File: config.mk
export PLATFORM = sky130hd
export DESIGN_NAME = tans_enc_ctrl
export DESIGN_NICKNAME = d
export VERILOG_FILES = /design/src/rtl/tans_enc_pkg.sv /design/src/rtl/tans_enc_ctrl.sv
export SDC_FILE = /design/constraint.sdc
export NUM_CORES = 1
export LEC_CHECK = 0
export ABC_CLOCK_PERIOD_IN_PS = 1600
export BUFFER_PORTS_ARGS = -buffer_cell sky130_fd_sc_hd__buf_4
export CORE_AREA = 2 2 39 41
export CTS_BUF_LIST = sky130_fd_sc_hd__clkbuf_8
export CTS_CLUSTER_DIAMETER = 200
export CTS_CLUSTER_SIZE = 24
export DETAILED_ROUTE_END_ITERATION = 10
export DIE_AREA = 0 0 41 43
export PLACE_DENSITY_LB_ADDON = 0.05
export SLEW_MARGIN = 20
export SYNTH_ARGS = -nofsm -noshare
export SYNTH_HDL_FRONTEND = slang
export SYNTH_SLANG_ARGS = --single-unit
export TNS_END_PERCENT = 1
File: constraint.sdc
create_clock -name aclk -period 1.6 [get_ports aclk]
set_input_delay 0.32 -clock aclk [delete_from_list [all_inputs] [get_ports aclk]]
set_output_delay 0.32 -clock aclk [all_outputs]
set_load 0.02 [all_outputs]
File: src/rtl/tans_enc_pkg.sv
// Shared types and constants of the tANS symbol encoder.
`default_nettype none

package tans_enc_pkg;

    // Field widths of the input and result words
    localparam int CMD_W    = 2;
    localparam int SYM_W    = 8;
    localparam int COUNT_W  = 12;
    localparam int BASE_W   = 11;
    localparam int SLOT_W   = 11;
    localparam int STATE_W  = 12;
    localparam int BITS_W   = 12;
    localparam int BCNT_W   = 4;

    // Coder table: M slots, state lives in [M, 2M)
    localparam int TABLE_SIZE = 2048;
    localparam int TABLE_AW   = $clog2(TABLE_SIZE);
    localparam logic [STATE_W-1:0] STATE_INIT = STATE_W'(2 * TABLE_SIZE - 1);

    // Command codes carried on s_tuser
    typedef enum logic [CMD_W-1:0] {
        CMD_LOAD_SYM  = 2'd0,
        CMD_LOAD_SLOT = 2'd1,
        CMD_ENCODE    = 2'd2,
        CMD_FLUSH     = 2'd3
    } cmd_t;

    // Controller to datapath strobes
    typedef struct packed {
        logic sym_wr;    // write symbol count/base entry
        logic tbl_wr;    // write next-state slot
        logic sym_rd;    // read symbol entry
        logic start;     // encode or flush word accepted
        logic flush;     // accepted word is a flush
        logic shift_ld;  // register renormalization results
        logic tbl_rd;    // read next-state slot
        logic out_ld;    // load output register, update coder state
    } ctrl_cmd_t;

    // Datapath to controller status
    typedef struct packed {
        logic sym_zero;  // symbol has no count
        logic out_free;  // output register can take a word this cycle
    } dp_status_t;

endpackage

`default_nettype wire

File: src/rtl/tans_enc_ctrl.sv
// Command sequencer of the tANS symbol encoder.
`default_nettype none

module tans_enc_ctrl (
    input  wire logic                     aclk,
    input  wire logic                     aresetn,
    input  wire logic                     s_tvalid,
    output logic                          s_tready,
    input  wire tans_enc_pkg::cmd_t       command,
    input  wire tans_enc_pkg::dp_status_t status,
    output tans_enc_pkg::ctrl_cmd_t       cmd
);

    import tans_enc_pkg::*;

    typedef enum logic [3:0] {
        ST_IDLE  = 4'b0001,
        ST_SHIFT = 4'b0010,
        ST_INDEX = 4'b0100,
        ST_DONE  = 4'b1000
    } state_t;

    state_t state_reg, state_next;

    assign s_tready = (state_reg == ST_IDLE);

    // Next state and datapath strobes
    always_comb begin
        cmd        = '0;
        state_next = state_reg;
        case (state_reg)
            ST_IDLE: begin
                if (s_tvalid) begin
                    case (command)
                        CMD_LOAD_SYM: begin
                            cmd.sym_wr = 1'b1;
                        end
                        CMD_LOAD_SLOT: begin
                            cmd.tbl_wr = 1'b1;
                        end
                        CMD_ENCODE: begin
                            cmd.sym_rd = 1'b1;
                            cmd.start  = 1'b1;
                            state_next = ST_SHIFT;
                        end
                        CMD_FLUSH: begin
                            cmd.start  = 1'b1;
                            cmd.flush  = 1'b1;
                            state_next = ST_DONE;
                        end
                        default: begin
                            state_next = ST_IDLE;
                        end
                    endcase
                end
            end
            ST_SHIFT: begin
                cmd.shift_ld = 1'b1;
                state_next   = status.sym_zero ? ST_DONE : ST_INDEX;
            end
            ST_INDEX: begin
                cmd.tbl_rd = 1'b1;
                state_next = ST_DONE;
            end
            ST_DONE: begin
                if (status.out_free) begin
                    cmd.out_ld = 1'b1;
                    state_next = ST_IDLE;
                end
            end
            default: begin
                state_next = ST_IDLE;
            end
        endcase
    end

    always_ff @(posedge aclk) begin
        if (!aresetn) begin
            state_reg <= ST_IDLE;
        end else begin
            state_reg <= state_next;
        end
    end

endmodule

`default_nettype wire

# ---- Word level (Yosys, flattened, before mapping)
# Index checks and enable logic that the tools add are counted.
dict set report word_totals {
  register_bits 4
  in_bits 7
  out_inout_bits 9
  elab_cells 30
}
dict set report op_classes {
  eq_ne 10
  n_mux 16
  n_reduce_logical 3
}
# op n
set op_table {}
lappend op_table {{$pmux W4 S4} 1}
lappend op_table {{$mux W4} 3}
lappend op_table {{$mux W5} 2}
lappend op_table {{$mux W1} 9}
lappend op_table {{$pmux W4 S2} 1}
lappend op_table {{$eq A2 B2 Y1 const B} 2}
lappend op_table {{$eq A4 B1 Y1 const B} 1}
lappend op_table {{$eq A4 B2 Y1 const B} 1}
lappend op_table {{$eq A4 B3 Y1 const B} 1}
lappend op_table {{$eq A4 B4 Y1 const B} 1}
lappend op_table {{$ne A2 B2 Y1 const B} 2}
lappend op_table {{$ne A3 B1 Y1 const B} 1}
lappend op_table {{$reduce_and A3 Y1} 1}
lappend op_table {{$eq A2 B1 Y1 const B} 1}
lappend op_table {{$logic_not A2 Y1} 1}
lappend op_table {{$reduce_or A2 Y1} 1}

# ---- Depth between registers and ports, before layout
# Gate-level depths: netlist (run 1).
dict set report logic_depth {
  ltp_word 5
  depth_mapped 5
  mapped_depth_nobuf 4
}

# ---- Worst setup path before layout (run 1)
# No wires, ideal clock.
dict set report synth_timing {
  path_kind {register -> output}
  from {register state_reg[1]}
  to {output port cmd[7] (netlist name)}
  t_arrival_ns 1.580
  setup_slack_ns -0.300
  path_stages_with_launch 4
  cell_sequence {dfxtp_1 -> buf_2 -> nor4b_4 -> nor4bb_1}
}
# item line_no
set synth_rtl {}
lappend synth_rtl {{start: declaration} tans_enc_ctrl.sv:23} ;# state_t state_reg, state_next;
lappend synth_rtl {{start signal: assignment} tans_enc_ctrl.sv:81} ;# state_reg <= state_next;
lappend synth_rtl {{end: declaration} tans_enc_ctrl.sv:11} ;# output tans_enc_pkg::ctrl_cmd_t cmd

==> reports/metrics.yaml, run 1 <==
status: "finished with violations"
violations: "setup timing"
grt_busiest_layer: "met2"
setup_viol: 3
finalCriticalPeriod_ps: 1710
regToRegSetupSlack_ps: 280
yosys_warnings: 0
p_int_w: 0.000308
antenna_found_initial: 0
dpl.hpwl_um: 637
ys_ff_latch: 4
syn_area_per_cell_um2: 9.40
crit_required_ps: 1280
grtUsageTotal_pct: 10.9
core-area_um2: 1380
drt_iter0_markers: 4
gp_congestion: 0.717
largest_register_ffs: 4
utilization_pct: 37.3
grt_max_degree: 10
cts_sinks: 4
path_class: "flip-flop to primary output"
cp_data_arrival_time_ps: 1390
finalCritPeriodShare_pct: 107
antenna_cells: 0
firstDrtPassIters: 4
grt_pass1_wl_mm: 1.19
fin_cells: 69
wl_per_cell_um: 11.3
ir_drop_v: 0.000392
place_inst: 65
use_met3_pct: 5.24
dr_total_vias: 322
synth.distinct_cells: 20
seqPwrFrac_pct: 26.4
setup_tns_ps: -220
yosysSeqAreaShare_pct: 27.5
p_sw_w: 0.0000904
slew_violations: 0
dieArea_um2: 1760
syn_inst: 31
nets: 62
grt_util_met1_pct: 10.3
p_per_area_nw_per_um2: 770
drt.antenna.violating_nets: 0
insertion_delay_ps: 220
syn-cell-area_um2: 292
drc_errors: 0
p_comb_share_pct: 19.9
clkPwrFrac_pct: 53.7
drv_cap: 0
gr-total-overflow: 0
rsz0062_at_grt: "yes"
grt_pass1_vias: 295
worst_setup_path_start_kind: "flip-flop"
hold_violations: 0
fin_skew_ps: 4.03
hold_class: "primary input to flip-flop"
cp_max_fo: 4
drt-total-wl_um: 779
vias_per_cell: 4.67
row_count: 14
max_freq_mhz: 585
cts_htree_levels: 1
worst_pin_slew_ps: 390
setup_ws_ps: -108
portBuffers: 15
clk_pin_slew_ps: 30
root_buffer: "clkbuf_8"
use_met2_pct: 16.3
cts_buffers: 3
dieHeight_um: 43
syn2layout_area_growth_pct: 77.3
die_x_um: 41
max-slew-margin-rel_pct: 73.6
leakagePower_nw: 0.245
syn_nets: 38
switching_share_pct: 22.7
ios: 16
cts_buffer_depth: 2
layout-drive-gt1-share_pct: 56.6
end_kind: "primary output"
start_util_pct: 21.1
cts_hold_buf: 0
cts_tree: "built"
-- worst paths after layout --
kind | from | endpoint | cells past startpoint
max | state_reg[2] | cmd[5] | 4
min | aresetn | state_reg[0] | 2
max reg2reg | state_reg[1] | state_reg[3] | 5
min reg2reg | state_reg[3] | state_reg[3] | 3
-- final cells by class --
class / instances / area (um2)
fill: 146 / 867
multi-input combinational: 25 / 211
timing repair buffer: 20 / 158
sequential: 4 / 82.6
clock buffer: 3 / 41.3
tap: 16 / 20.0
inverter: 1 / 3.75
-- worst max-delay path: stages, from the launching register on --
cell	delay, ps
dfxtp_2	320
nor4b_4	330
and3_4	250
nor2b_4	150
buf_6	120
-- logic make-up (layout without fill, tap and decap cells) --
family | Yosys count | in the layout | synth area share (%)
compound gates | 5 | 5 | 11.6
mux | 1 | 1 | 3.43
flops | 4 | 4 | 27.5
simple gates | 19 | 19 | 54.5
buf+inv | 2 | 24 | 3.00
-- what timing repair did --
action	CTS	global route
pin swaps	3	1
cloned	0	0
setup endpoints to repair	3	5
setup buffers	1	0
gates resized for setup	4	1
-- power groups by stage --
stage	Clock (W)	Sequential, W	Combinational [W]
3_5_place_dp	0	0.000106	0.0000754
6_report	0.000214	0.000105	0.0000791
4_1_cts	0.000222	0.000105	0.0000798
2_1_floorplan	0	0.000106	0.0000364
3_3_place_gp	0	0.000107	0.0000745
5_1_grt	0.000230	0.000105	0.0000845
-- per-stage QoR --
step / setup WS (ps) / hold slack (ps) / area (um2) / total power, W
floorplan: -130 / 400 / 298 / 0.000143
global placement: 126 / 549 / 455 / 0.000181
detailed placement: 95.0 / 538 / 455 / 0.000182
CTS: -118 / 308 / 515 / 0.000407
global route: -195 / 311 / 517 / 0.000420
finish: -108 / 310 / 517 / 0.000398
-- cells in the mapped netlist --
| cell type | n | area share [%] |
|---|---|---|
| nor2_1 | 2 | 2.6 |
| and3b_1 | 1 | 3.0 |
| nor4b_1 | 2 | 6.0 |
| o21ai_0 | 1 | 1.7 |
| nor4bb_1 | 1 | 3.4 |
| nor2b_4 | 1 | 4.7 |
| nor2b_1 | 1 | 2.1 |
| and2_1 | 2 | 4.3 |
| and4b_1 | 3 | 10 |
| and3_4 | 1 | 3.9 |
| and3_1 | 1 | 2.1 |
| o311a_1 | 1 | 3.4 |
| mux2i_1 | 1 | 3.4 |
| inv_1 | 1 | 1.3 |
| nor4b_4 | 1 | 8.2 |
| a32oi_1 | 1 | 3.0 |
| o21ai_1 | 2 | 3.4 |
| dfxtp_1 | 4 | 27 |
| nand2_1 | 3 | 3.9 |
| buf_2 | 1 | 1.7 |
-- cells in the final DEF, fill, tap and decap left out, drive strengths merged --
cell and n:
a32oi 1, buf 20, nand2 3, nor4b 3, dfxtp 4, nor2b 2
and3 2, and2 2, and3b 1, and4b 3, o311a 1, inv 1
nor2 2, mux2i 1, o21ai 3, nor4bb 1, clkbuf 3
-- layer usage --
layer / wire (um) / share of wire (%)
met1: 284 / 36
met2: 402 / 52
met3: 64 / 8.2
met4: 28 / 3.6
met5: 0 / 0
Power figures use the tool's default switching activity.
==> run 2: changes to the inputs <==
- ABC_AREA: unset -> 1
- CELL_PAD_IN_SITES_DETAIL_PLACEMENT: unset -> 1
- CELL_PAD_IN_SITES_GLOBAL_PLACEMENT: unset -> 2
- CORE_AREA: 2 2 39 41 -> unset
- CORE_MARGIN: unset -> 2
- CORE_UTILIZATION: unset -> 22
- DIE_AREA: 0 0 41 43 -> unset
==> reports/metrics.yaml, run 2 <==
status: "completed"
dpl.hpwl_um: 673  # +5.6%
vias_per_cell: 4.32  # -7.5%
layout-drive-gt1-share_pct: 53.7  # -2.9 points
die_x_um: 41.9  # +2.3%
wl_per_cell_um: 9.61  # -15%
regToRegSetupSlack_ps: 510  # +230 ps
yosysSeqAreaShare_pct: 25.3  # -2.2 points
ios: 16  # unchanged
final_cell_mix: "buf_4 (15), inv_1 (10), nand2_1 (9), nand3_1 (6), nor2_2 (5)"
synth_edf_count: 0  # unchanged
syn_nets: 55  # +45%
ys_async_sr_fraction_pct: 0  # unchanged
worstReg2RegEnd: "state_reg[0]"
grt_pass1_wl_mm: 1.37  # +15%
wl_met3_um: 68  # +6.3%
ff2ff_path_depth: 7  # +2
cp_data_arrival_time_ps: 1190  # -200 ps
row_count: 13  # -1
p_comb_share_pct: 27.7  # +7.8 points
leakagePower_nw: 0.280  # +14%
drv_cap: 0  # unchanged
cp_max_fo: 5  # +1
p_int_w: 0.000316  # +2.8%
synthTopCellsByArea: "dfxtp_1 (25%), inv_1 (12%), nand2_1 (11%), nand3_1 (9.5%), nor2_4 (7.1%)"
syn_area_per_cell_um2: 6.59  # -30%
slew_violations: 0  # unchanged
synth_xor_area_share_pct: 0  # unchanged
hold_class: "primary input to flip-flop"
synth.most_common_cell: "inv_1"
cts_sinks: 4  # unchanged
worst_setup_path_start_kind: "flip-flop"
dr_total_vias: 354  # +9.9%
crit_required_ps: 1280  # about the same
portBuffers: 15  # unchanged
wl_met2_um: 379  # -5.7%
seqPwrFrac_pct: 25.7  # -0.7 points
fill_cells: 165  # +13%
finalCriticalPeriod_ps: 1510  # -197 ps
gp_congestion: 0.660  # -8.0%
ys_ff_latch: 4  # unchanged
total_power_w: 0.000438  # +10%
hold_start: "aresetn"
drc_errors: 0  # unchanged
synth_top_family_by_area: "simple AND/OR/NAND/NOR gates"
gr-total-overflow: 0  # unchanged
p_sw_w: 0.000122  # +35%
grtUsageTotal_pct: 10.1  # -0.85 points
synth.distinct_cells: 16  # -20%
synth_top_cell_area_share_pct: 25.3  # -2.2 points
worst_pin_slew_ps: 225  # -165 ps
synthAdderAreaFrac_pct: 0  # unchanged
switching_share_pct: 27.8  # +5.1 points
setup_viol: 0  # -3
setup_tns_ps: 0  # +220 ps
path_class: "flip-flop to primary output"
antenna_found_initial: 0  # unchanged
drt.antenna.violating_nets: 0  # unchanged
synth_flop_cell: "dfxtp_1"
syn2layout_area_growth_pct: 64.4
nets: 76  # +23%
synth_top_area_cell: "dfxtp_1"
yosys_warnings: 0  # unchanged
cts_buffers: 3  # unchanged
rsz0062_at_grt: "yes"
cts_buffer_depth: 2  # unchanged
cts_htree_levels: 1  # unchanged
min_path_cells: 2  # unchanged
grt_max_degree: 6  # -4
max-slew-margin-rel_pct: 84.8  # +11 points
ir_drop_v: 0.000544  # +39%
routed.top_layer: "met3"
syn-cell-area_um2: 317  # +8.6%
p_per_area_nw_per_um2: 842  # +9.3%
clk_pin_slew_ps: 30  # about the same
largest_register_ffs: 4  # unchanged
synth_common_cells: "inv_1 (10), nand2_1 (9), nand3_1 (6)"
insertion_delay_ps: 210  # about the same
drt_iter0_markers: 3  # -1
dieArea_um2: 1760  # -0.28%
root_buffer: "clkbuf_8"
synth-compound-area-share_pct: 2.77  # -8.8 points
cts_tree: "built"
wl_met1_um: 341  # +20%
regArea_um2: 83.8  # +1.5%
syn_inst: 48  # +55%
end_kind: "primary output"
start_util_pct: 24.0  # +3.0 points
grt_pass1_vias: 330  # +12%
core-area_um2: 1320  # -4.8%
hold_violations: 0  # unchanged
r2r-start: "state_reg[3]"
synthMuxAreaShare_pct: 0  # -3.4 points
multi_input_comb_area_um2: 203  # -4.1%
final_common_cell: "buf_4"
synthSimpleGateAreaFrac_pct: 56.1  # +1.6 points
holdPathEnd: "state_reg[0]"
cts_hold_buf: 0  # unchanged
antenna_cells: 0  # unchanged
firstDrtPassIters: 2  # -2
finalCritPeriodShare_pct: 94.4  # -12 points
max_freq_mhz: 662  # +13%
dieHeight_um: 41.9  # -2.5%
drt-total-wl_um: 788  # +1.2%
fin_skew_ps: 1.74  # -2.30 ps
clkPwrFrac_pct: 46.6  # -7.1 points
[run 2: changes by cell type in the layout (fill, tap and decap cells not counted), moves of 3 or more]
cell     delta
inv_1       +9
buf_4       -3
nand2_1     +6
and4b_1     -3
nand3_1     +6
nor2_2      +5
[run 2: per-layer routing]
layer	vias to the layer above	GRT usage (%)
met2	14	17.5
met3	0	3.91
met1	154	11.7
met5	-	0
li1	186	-
met4	0	1.94
[run 2: cell families (layout without fill, tap and decap cells)]
logic type | count (synthesis) | after routing
DFF | 4 | 4
buffers and inverters | 13 | 32
and+or+nand+nor | 30 | 30
AOI/OAI and AO/OA | 1 | 1
[run 2: layout make-up]
class / count / area share (%)
clock buffers: 3 / 7.93
well taps: 15 / 3.61
inverters: 13 / 9.62
multi-input cells: 31 / 38.9
flip-flops and latches: 4 / 16.1
repair buffers: 16 / 23.8
[run 2: worst max-delay path by stage]
stage / cells past startpoint / from / endpoint
2_1_floorplan: 4 / state_reg[0] / cmd[6]
3_3_place_gp: 7 / state_reg[0] / cmd[5]
3_5_place_dp: 7 / state_reg[0] / cmd[5]
4_1_cts: 7 / state_reg[0] / cmd[5]
5_1_grt: 6 / state_reg[3] / cmd[5]
6_report: 6 / state_reg[3] / cmd[3]
[run 2: what timing repair did]
item | 4_1_cts | 5_1_grt
setup buffers | 0 | 1
endpoints found under the setup margin | 0 | 5
endpoints found under the hold margin | 0 | 0
gates resized for setup | 0 | 7
[run 2: power groups by stage]
stage / Clock, W / Combinational, W / Sequential (W)
floorplan: 0 / 0.0000707 / 0.000112
global placement: 0 / 0.000115 / 0.000114
detailed placement: 0 / 0.000115 / 0.000113
CTS: 0.000212 / 0.000115 / 0.000112
global route: 0.000225 / 0.000134 / 0.000113
finish: 0.000204 / 0.000121 / 0.000113
[run 2: worst max-delay path: stages, from the launching register on]
cell      delay (ps)
dfxtp_1          330
nor2_4           190
nand2_4           90
clkinv_2          70
nand3_4           80
nor2_2            90
buf_4            140
[run 2: metrics by stage]
step	util [%]	area [um2]	worst slack (ps)	instances	hold WS [ps]
floorplan	-	317	57.4	48	389
global placement	34.0	448	216	78	500
detailed placement	34.0	448	236	78	500
CTS	37.1	489	1.10	81	277
global route	39.5	520	-4.09	82	272
finish	39.5	520	89.4	82	270
